### config.mk
export PLATFORM = sky130hd
export DESIGN_NAME = erwm_ctrl
export DESIGN_NICKNAME = d
export VERILOG_FILES = /design/src/rtl/core/event_rate_window_meter_assert.svh /design/src/rtl/core/erwm_pkg.sv /design/src/rtl/core/erwm_ctrl.sv
export SDC_FILE = /design/constraint.sdc
export NUM_CORES = 1
export LEC_CHECK = 0
export BUFFER_PORTS_ARGS = -buffer_cell sky130_fd_sc_hd__buf_4
export CAP_MARGIN = 10
export CORE_AREA = 3 3 40 42
export CTS_CLUSTER_DIAMETER = 80
export DETAILED_ROUTE_END_ITERATION = 12
export DIE_AREA = 0 0 43 45
export PLACE_DENSITY = 0.48
export SYNTH_ARGS = -nofsm -noshare
export SYNTH_HDL_FRONTEND = slang
export SYNTH_SLANG_ARGS = --single-unit
### constraint.sdc
create_clock -name clk -period 1.1 [get_ports clk]
set_input_delay 0.11 -clock clk [delete_from_list [all_inputs] [get_ports clk]]
set_output_delay 0.11 -clock clk [all_outputs]
set_load 0.01 [all_outputs]
### src/rtl/core/event_rate_window_meter_assert.svh
// Assertion macros for the event rate window meter
`ifndef EVENT_RATE_WINDOW_METER_ASSERT_SVH
`define EVENT_RATE_WINDOW_METER_ASSERT_SVH

// same-cycle implication under reset
`define ERWM_ASSERT_NOW(label, clk, rstn, ante, cons) \
    label: assert property (@(posedge clk) disable iff (!(rstn)) (ante) |-> (cons)) \
        else $error("erwm check failed");

// next-cycle implication under reset
`define ERWM_ASSERT_NEXT(label, clk, rstn, ante, cons) \
    label: assert property (@(posedge clk) disable iff (!(rstn)) (ante) |=> (cons)) \
        else $error("erwm check failed");

`endif

### src/rtl/core/erwm_pkg.sv
// Shared types, constants and helpers of the event rate window meter
`default_nettype none
package erwm_pkg;

    localparam int DEPTH_DEF     = 1024;
    localparam int TIME_BITS_DEF = 48;
    localparam int REG_W         = 27;
    localparam int CNT_OUT_W     = 11;
    localparam int MS_W          = 17;
    localparam int FREQ_W        = 28;
    localparam int DIV_W         = 64;
    localparam int ADDR_W        = 5;
    localparam int DATA_W        = 32;
    localparam int MS_IN_W       = 27;
    localparam int MS_RECIP_W    = 28;
    localparam int MS_PROD_W     = MS_IN_W + MS_RECIP_W;
    localparam int MS_SHIFT      = 37;

    localparam logic [MS_W-1:0]       MS_MAX     = 17'd100000;
    localparam logic [FREQ_W-1:0]     FREQ_NUM   = 28'd256000000;
    localparam logic [DIV_W-1:0]      US_PER_MS  = 64'd1000;
    localparam logic [DIV_W-1:0]      MS_SAT_US  = 64'd100000000;
    localparam logic [MS_RECIP_W-1:0] MS_RECIP   = 28'd137438954;

    localparam logic [2:0] REG_WIN_ONE  = 3'd0;
    localparam logic [2:0] REG_WIN_TWO  = 3'd1;
    localparam logic [2:0] REG_WIN_FIVE = 3'd2;
    localparam logic [2:0] REG_RETAIN   = 3'd3;
    localparam logic [2:0] REG_DELAY    = 3'd4;
    localparam logic [2:0] REG_RECENT   = 3'd5;

    localparam logic [REG_W-1:0] WIN_ONE_RST  = 27'd1000000;
    localparam logic [REG_W-1:0] WIN_TWO_RST  = 27'd2000000;
    localparam logic [REG_W-1:0] WIN_FIVE_RST = 27'd5000000;
    localparam logic [REG_W-1:0] RETAIN_RST   = 27'd10000000;
    localparam logic [REG_W-1:0] DELAY_RST    = 27'd2000000;
    localparam logic [REG_W-1:0] RECENT_RST   = 27'd500000;

    typedef enum logic [2:0] {
        ST_IDLE,
        ST_EVENT,
        ST_WALK,
        ST_COMMIT,
        ST_DIV_GO,
        ST_DIV_WAIT,
        ST_OUT
    } state_t;

    typedef enum logic {
        SEL_AVG,
        SEL_FREQ
    } div_sel_t;

    typedef struct packed {
        logic [REG_W-1:0] win_one;
        logic [REG_W-1:0] win_two;
        logic [REG_W-1:0] win_five;
        logic [REG_W-1:0] retain;
        logic [REG_W-1:0] delay;
        logic [REG_W-1:0] recent;
    } cfg_t;

    typedef struct packed {
        logic     latch;
        logic     ev_write;
        logic     walk_start;
        logic     commit;
        logic     div_start;
        div_sel_t div_sel;
        logic     load_out;
    } cmd_t;

    typedef struct packed {
        logic walk_done;
        logic div_done;
        logic out_free;
    } stat_t;

    // scale microseconds to milliseconds by reciprocal multiply, saturate at the ms limit
    function automatic logic [MS_W-1:0] sat_ms(input logic [DIV_W-1:0] q);
        logic [MS_PROD_W-1:0] p;
        logic [MS_W-1:0]      r;
        p = MS_PROD_W'(q[MS_IN_W-1:0]) * MS_PROD_W'(MS_RECIP);
        r = (q >= MS_SAT_US) ? MS_MAX : p[MS_SHIFT +: MS_W];
        return r;
    endfunction

endpackage
`default_nettype wire

### src/rtl/core/erwm_ctrl.sv
// Sequencing state machine of the event rate window meter
`default_nettype none
module erwm_ctrl (
    input  wire logic            clk,
    input  wire logic            rst_n,
    input  wire logic            in_valid,
    input  wire logic            action,
    output logic                 in_stall,
    input  wire erwm_pkg::stat_t stat,
    output erwm_pkg::cmd_t       cmd
);
    import erwm_pkg::*;

    state_t   state_reg, state_next;
    div_sel_t sel_reg, sel_next;
    logic     accept;

    assign accept = in_valid && (state_reg == ST_IDLE);

    always_ff @(posedge clk or negedge rst_n)
    begin
        if (!rst_n)
        begin
            state_reg <= ST_IDLE;
            sel_reg   <= SEL_AVG;
        end
        else
        begin
            state_reg <= state_next;
            sel_reg   <= sel_next;
        end
    end

    always_comb
    begin
        state_next = state_reg;
        sel_next   = sel_reg;
        unique case (state_reg)
            ST_IDLE:
            begin
                if (accept)
                begin
                    state_next = action ? ST_WALK : ST_EVENT;
                end
            end
            ST_EVENT:    state_next = ST_IDLE;
            ST_WALK:
            begin
                if (stat.walk_done)
                begin
                    state_next = ST_COMMIT;
                end
            end
            ST_COMMIT:
            begin
                state_next = ST_DIV_GO;
                sel_next   = SEL_AVG;
            end
            ST_DIV_GO:   state_next = ST_DIV_WAIT;
            ST_DIV_WAIT:
            begin
                if (stat.div_done)
                begin
                    unique case (sel_reg)
                        SEL_AVG:  sel_next = SEL_FREQ;
                        SEL_FREQ: sel_next = SEL_AVG;
                    endcase
                    state_next = (sel_reg == SEL_FREQ) ? ST_OUT : ST_DIV_GO;
                end
            end
            ST_OUT:
            begin
                if (stat.out_free)
                begin
                    state_next = ST_IDLE;
                end
            end
            default:     state_next = ST_IDLE;
        endcase
    end

    always_comb
    begin
        in_stall       = (state_reg != ST_IDLE);
        cmd            = '0;
        cmd.div_sel    = sel_reg;
        cmd.latch      = accept;
        cmd.walk_start = accept && action;
        cmd.ev_write   = (state_reg == ST_EVENT);
        cmd.commit     = (state_reg == ST_COMMIT);
        cmd.div_start  = (state_reg == ST_DIV_GO);
        cmd.load_out   = (state_reg == ST_OUT) && stat.out_free;
    end

endmodule
`default_nettype wire

-- Word level (Yosys, flattened, before mapping)
Cells that the tools add are included.
- output and inout bits: 8
- memories kept: 0
- ROM bits: 0
- bits in writable memories: 0
- logic and storage cells: 31
- flip-flop bits (word level): 4
- bits in latches: 0
- input port bits: 7
- reduce and logical (&&, ||, !) cells: 8
- shift operators: 0
- multipliers: 0
- equality and inequality tests: 10
- add/sub/neg operators: 0
- bitwise gates (word level): 1
- order comparisons: 0
- mux-type cells: 10
- divide/modulo/power cells: 0
- operator list (cell ; number):
    $pmux W3 S6 ; 1
    $mux W3 ; 4
    $eq A3 B3 Y1 const B ; 3
    $ne A2 B2 Y1 const B ; 4
    $eq A3 B2 Y1 const B ; 2
    $mux W2 ; 2
    $pmux W1 S2 ; 2
    $reduce_and A4 Y1 ; 1
    $eq A3 B1 Y1 const B ; 1
    $logic_and A1 B1 Y1 ; 3
    $logic_not A3 Y1 ; 1
    $reduce_bool A3 Y1 ; 1
    $reduce_and A2 Y1 ; 1
    $reduce_bool A2 Y1 ; 1
    $mux W1 ; 1
    $not A1 Y1 ; 1

-- Logic depth before layout (Yosys ltp)
- depth in word-level cells: 4
- gate-level depth with buffers: 4
- depth with buffers taken out: 4

-- Least setup slack after synthesis
OpenSTA, ideal clock, no wires.
- path type: register to output
- start: register state_reg[1]
- end: output cmd[6] (netlist bit)
- buffers on the path: 2
- cell stages (with the launch flop): 5
- required time: 990 ps
- setup slack: 36 ps
- arrival: 954 ps
- path through: dfrtp_1 > buf_6 > nor3_2 > and2_1 > buf_4
- cells in the longest elaborated chain, start to end: 2
- ends and longest elaborated chain (what ; RTL line ; RTL):
    start: declaration ; erwm_ctrl.sv:14 ; state_t state_reg, state_next;
    start signal: assignment ; erwm_ctrl.sv:29 ; state_reg <= state_next;
    $logic_not A3 Y1 ; erwm_ctrl.sv:18 ; assign accept = in_valid && (state_reg == ST_IDLE);
    $logic_and A1 B1 Y1 ; erwm_ctrl.sv:18 ;
    end: declaration ; erwm_ctrl.sv:10 ; output erwm_pkg::cmd_t cmd
Every way passes these cells.

==> impl_metrics.toml <==
[status]
violations = "setup timing"
outcome = "complete, but fails checks"

[global_routing]
grt_max_degree = 8
grt_pass1_vias = 338
grt_util_met3_pct = 2.79
globalRouteOverflowTotal = 0
track_usage_pct = 10.0
grt_use_met1_pct = 10.7
grt_pass1_wl_um = 1380
busiest_layer = "met2"
grt.met2_usage_pct = 16.2
antenna_found_initial = 0

[pwr]
combPwrFrac_pct = 67.2
p_leak_nw = 0.295
peakVddDrop_v = 0.00116
p_per_area_nw_per_um2 = 2640
p_int_mw = 1.02
netSwitchingPower_mw = 0.594
power_switching_share_pct = 36.7
pwr-share-clk_pct = 11.5
p_seq_share_pct = 21.3

[setup_path]
startpoint = "state_reg[2]$_DFFE_PN0P_"
worstPathMaxFanout = 7
cp.arrival_ns = 1.18
crit_path_top_delay_cell = "dfrtp_2"
endpoint_kind = "primary output"
worst-path-stages = 3
r2r_setup_slack_ns = -0.06
reg2reg_depth = 4
crit_required_ns = 0.99
critPathKind = "flip-flop to primary output"
critPathLaunchType = "flip-flop"
cpPeakStageDelay_ns = 0.46
crit_end = "cmd[3]"
crit_path_frequent_cell = "buf_6"
crit_chain = "buf_6 > and3b_2 > buf_6"
crit_buf_inv = 2
rr_endpoint = "state_reg[1]$_DFFE_PN0P_"
reg2reg_from = "state_reg[0]$_DFFE_PN0P_"
cpLargestDelayFamily = "flip-flops"

[placed_design]
io_buffer_count = 14
dp_hpwl_um = 588
globalplace.congestion = 0.682
pre_cts_ws_ns = -0.0159
dp_cells = 67

[final_layout]
largest_register_ffs = 3
antennaDiodeCount = 0
areaGrowthSynthToFinish_pct = 84.9
drive_gt1_share_pct = 63.5
fillers = 130
nets = 72
finalNonFillerCells = 78

[synth]
synth.yosys.seq_area_share_pct = 30.2
synthArstFlopShare_pct = 100
synth.largest_area_cell = "dfrtp_1"
syn_area_um2 = 332
yosys-top-cells-count = "4 x dfrtp_1, 3 x inv_1"
syn_nets = 45
yosys_most_used_dff = "dfrtp_1"
synthDistinctLibCells = 26
synth.avg_cell_area_um2 = 8.73
yosysTopAreaCellShare_pct = 30.2
synth.area.top_cells = "dfrtp_1 30%, buf_6 6.8%, buf_4 4.5%"
ys_ff_latch = 4
netlist_instances = 38
synth_edf_count = 0
synth.most_common_cell = "dfrtp_1"
yosysWarnings = 0

[timing]
tightest_slew_ns = 0.214
rsz0062_at_grt = "yes"
fin_skew_ns = 0.00102
setup_viol = 9
post-route-min-period_ns = 1.29
timing.final.ws_setup_ns = -0.191
finalHoldViolCount = 0
fmax_ghz = 0.775
slew_violations = 0
max_slew_margin_pct = 85.6
period_share_pct = 117

[routing]
vias_per_cell = 4.55
routed_wl_um = 889
vias = 355
first_pass_iters = 3
drt_iter0_drc = 1
drc = 0
antenna_left = 0
routedWlPerCell_um = 11.4

[clocking]
clk_latency_ns = 0.23
path_clk_slew_ns = 0.04
cts_inserted_buffers = 3
cts_tree = "done"
cts_sinks = 4
htree_levels = 1
clk_path_buf_depth = 2
cts-root-buf = "clkbuf_4"

[floorplan]
dieArea_um2 = 1940
ios = 15
start_util_pct = 25.8
die_w_um = 43
die_height_um = 45
fp.coreArea_um2 = 1280
rows = 13

[hold_path]
hp-class = "primary input to flip-flop"

[job]
drv_cap = 0
==> stage by stage <==
stage	total power [mW]	utilization, %	setup TNS (ns)	hold WS [ns]	area (um2)
floorplan	0.795	-	0	-0.186	332
global placement	1.04	35.1	-0.0421	-0.0886	450
detailed placement	1.03	35.1	-0.0231	-0.0899	450
CTS	1.41	42.4	-1.10	0.155	544
global route	1.75	47.7	-1.71	0.171	613
finish	1.62	47.7	-1.17	0.164	613
==> power groups by stage <==
stage	Clock [mW]	Sequential, mW	Combinational (mW)
final	0.186	0.345	1.09
after global routing	0.206	0.359	1.18
after CTS	0.197	0.319	0.898
after detailed placement	0	0.339	0.689
after global placement	0	0.341	0.696
after floorplan	0	0.265	0.531
==> metal layers <==
metal,vias to the layer above,share of wire (%)
met2,10,50
met5,-,0
met1,160,41
met3,2,6.1
li1,183,-
met4,0,2.5
==> placed cells by master (no fill, tap or decap) <==
master / count
a21o_1: 1
a21oi_1: 2
a22o_1: 1
a2bb2oi_1: 1
a311oi_2: 1
a31oi_1: 1
and2_1: 2
and2b_4: 1
and3_4: 1
and3b_2: 1
and4b_1: 1
buf_4: 18
buf_6: 8
clkbuf_4: 3
dfrtp_1: 1
dfrtp_2: 3
dlygate4sd3_1: 1
inv_1: 3
nand2_1: 2
nand2b_1: 1
nand4bb_1: 1
nor2b_4: 1
nor3_1: 1
nor3_4: 1
nor3b_4: 1
nor4_2: 1
o21ai_0: 1
o21ai_1: 3
==> area by class of cell <==
| cell class | instances | area [um2] | share of cell area [%] |
|---|---|---|---|
| Multi-Input combinational cell | 26 | 221 | 36.1 |
| Sequential cell | 4 | 104 | 16.9 |
| Timing Repair Buffer | 27 | 235 | 38.4 |
| Inverter | 3 | 11.3 | 1.84 |
| Clock buffer | 3 | 22.5 | 3.67 |
| Tap cell | 15 | 18.8 | 3.06 |
==> cell families (layout without fill, tap and decap cells) <==
logic type / Yosys count / in the layout / synth area share, %
flip-flops: 4 / 4 / 30.2
AO/OA/AOI/OAI: 11 / 11 / 21.1
buffers and inverters: 8 / 33 / 16.2
AND/OR/NAND/NOR: 15 / 15 / 32.5
==> tightest hold or removal path, stage by stage <==
cell	delay [ns]
buf_4	0.11
nand4bb_1	0.08
o21ai_1	0.06
==> worst min path at each step <==
| stage | start | endpoint | slack [ns] | cells after the start |
|---|---|---|---|---|
| 6_report | stat[2] | state_reg[0]$_DFFE_PN0P_ | 0.16 | 3 |
| 3_5_place_dp | rst_n | state_reg[2]$_DFFE_PN0P_ | -0.09 | 1 |
| 2_1_floorplan | rst_n | sel_reg$_DFFE_PN0P_ | -0.19 | 0 |
| 5_1_grt | stat[2] | state_reg[0]$_DFFE_PN0P_ | 0.17 | 3 |
| 3_3_place_gp | rst_n | state_reg[0]$_DFFE_PN0P_ | -0.09 | 1 |
| 4_1_cts | stat[2] | state_reg[0]$_DFFE_PN0P_ | 0.16 | 3 |
==> what timing repair did <==
item | 4_1_cts | 5_1_grt
gates resized for setup | 8 | 12
hold buffers | 1 | 0
gates cloned | 0 | 0
endpoints found under the hold margin | 4 | 0
setup endpoints to repair | 9 | 10
pin swaps | 0 | 4
buffers inserted | 5 | 2
No activity file was read; power rests on OpenSTA's default activity.
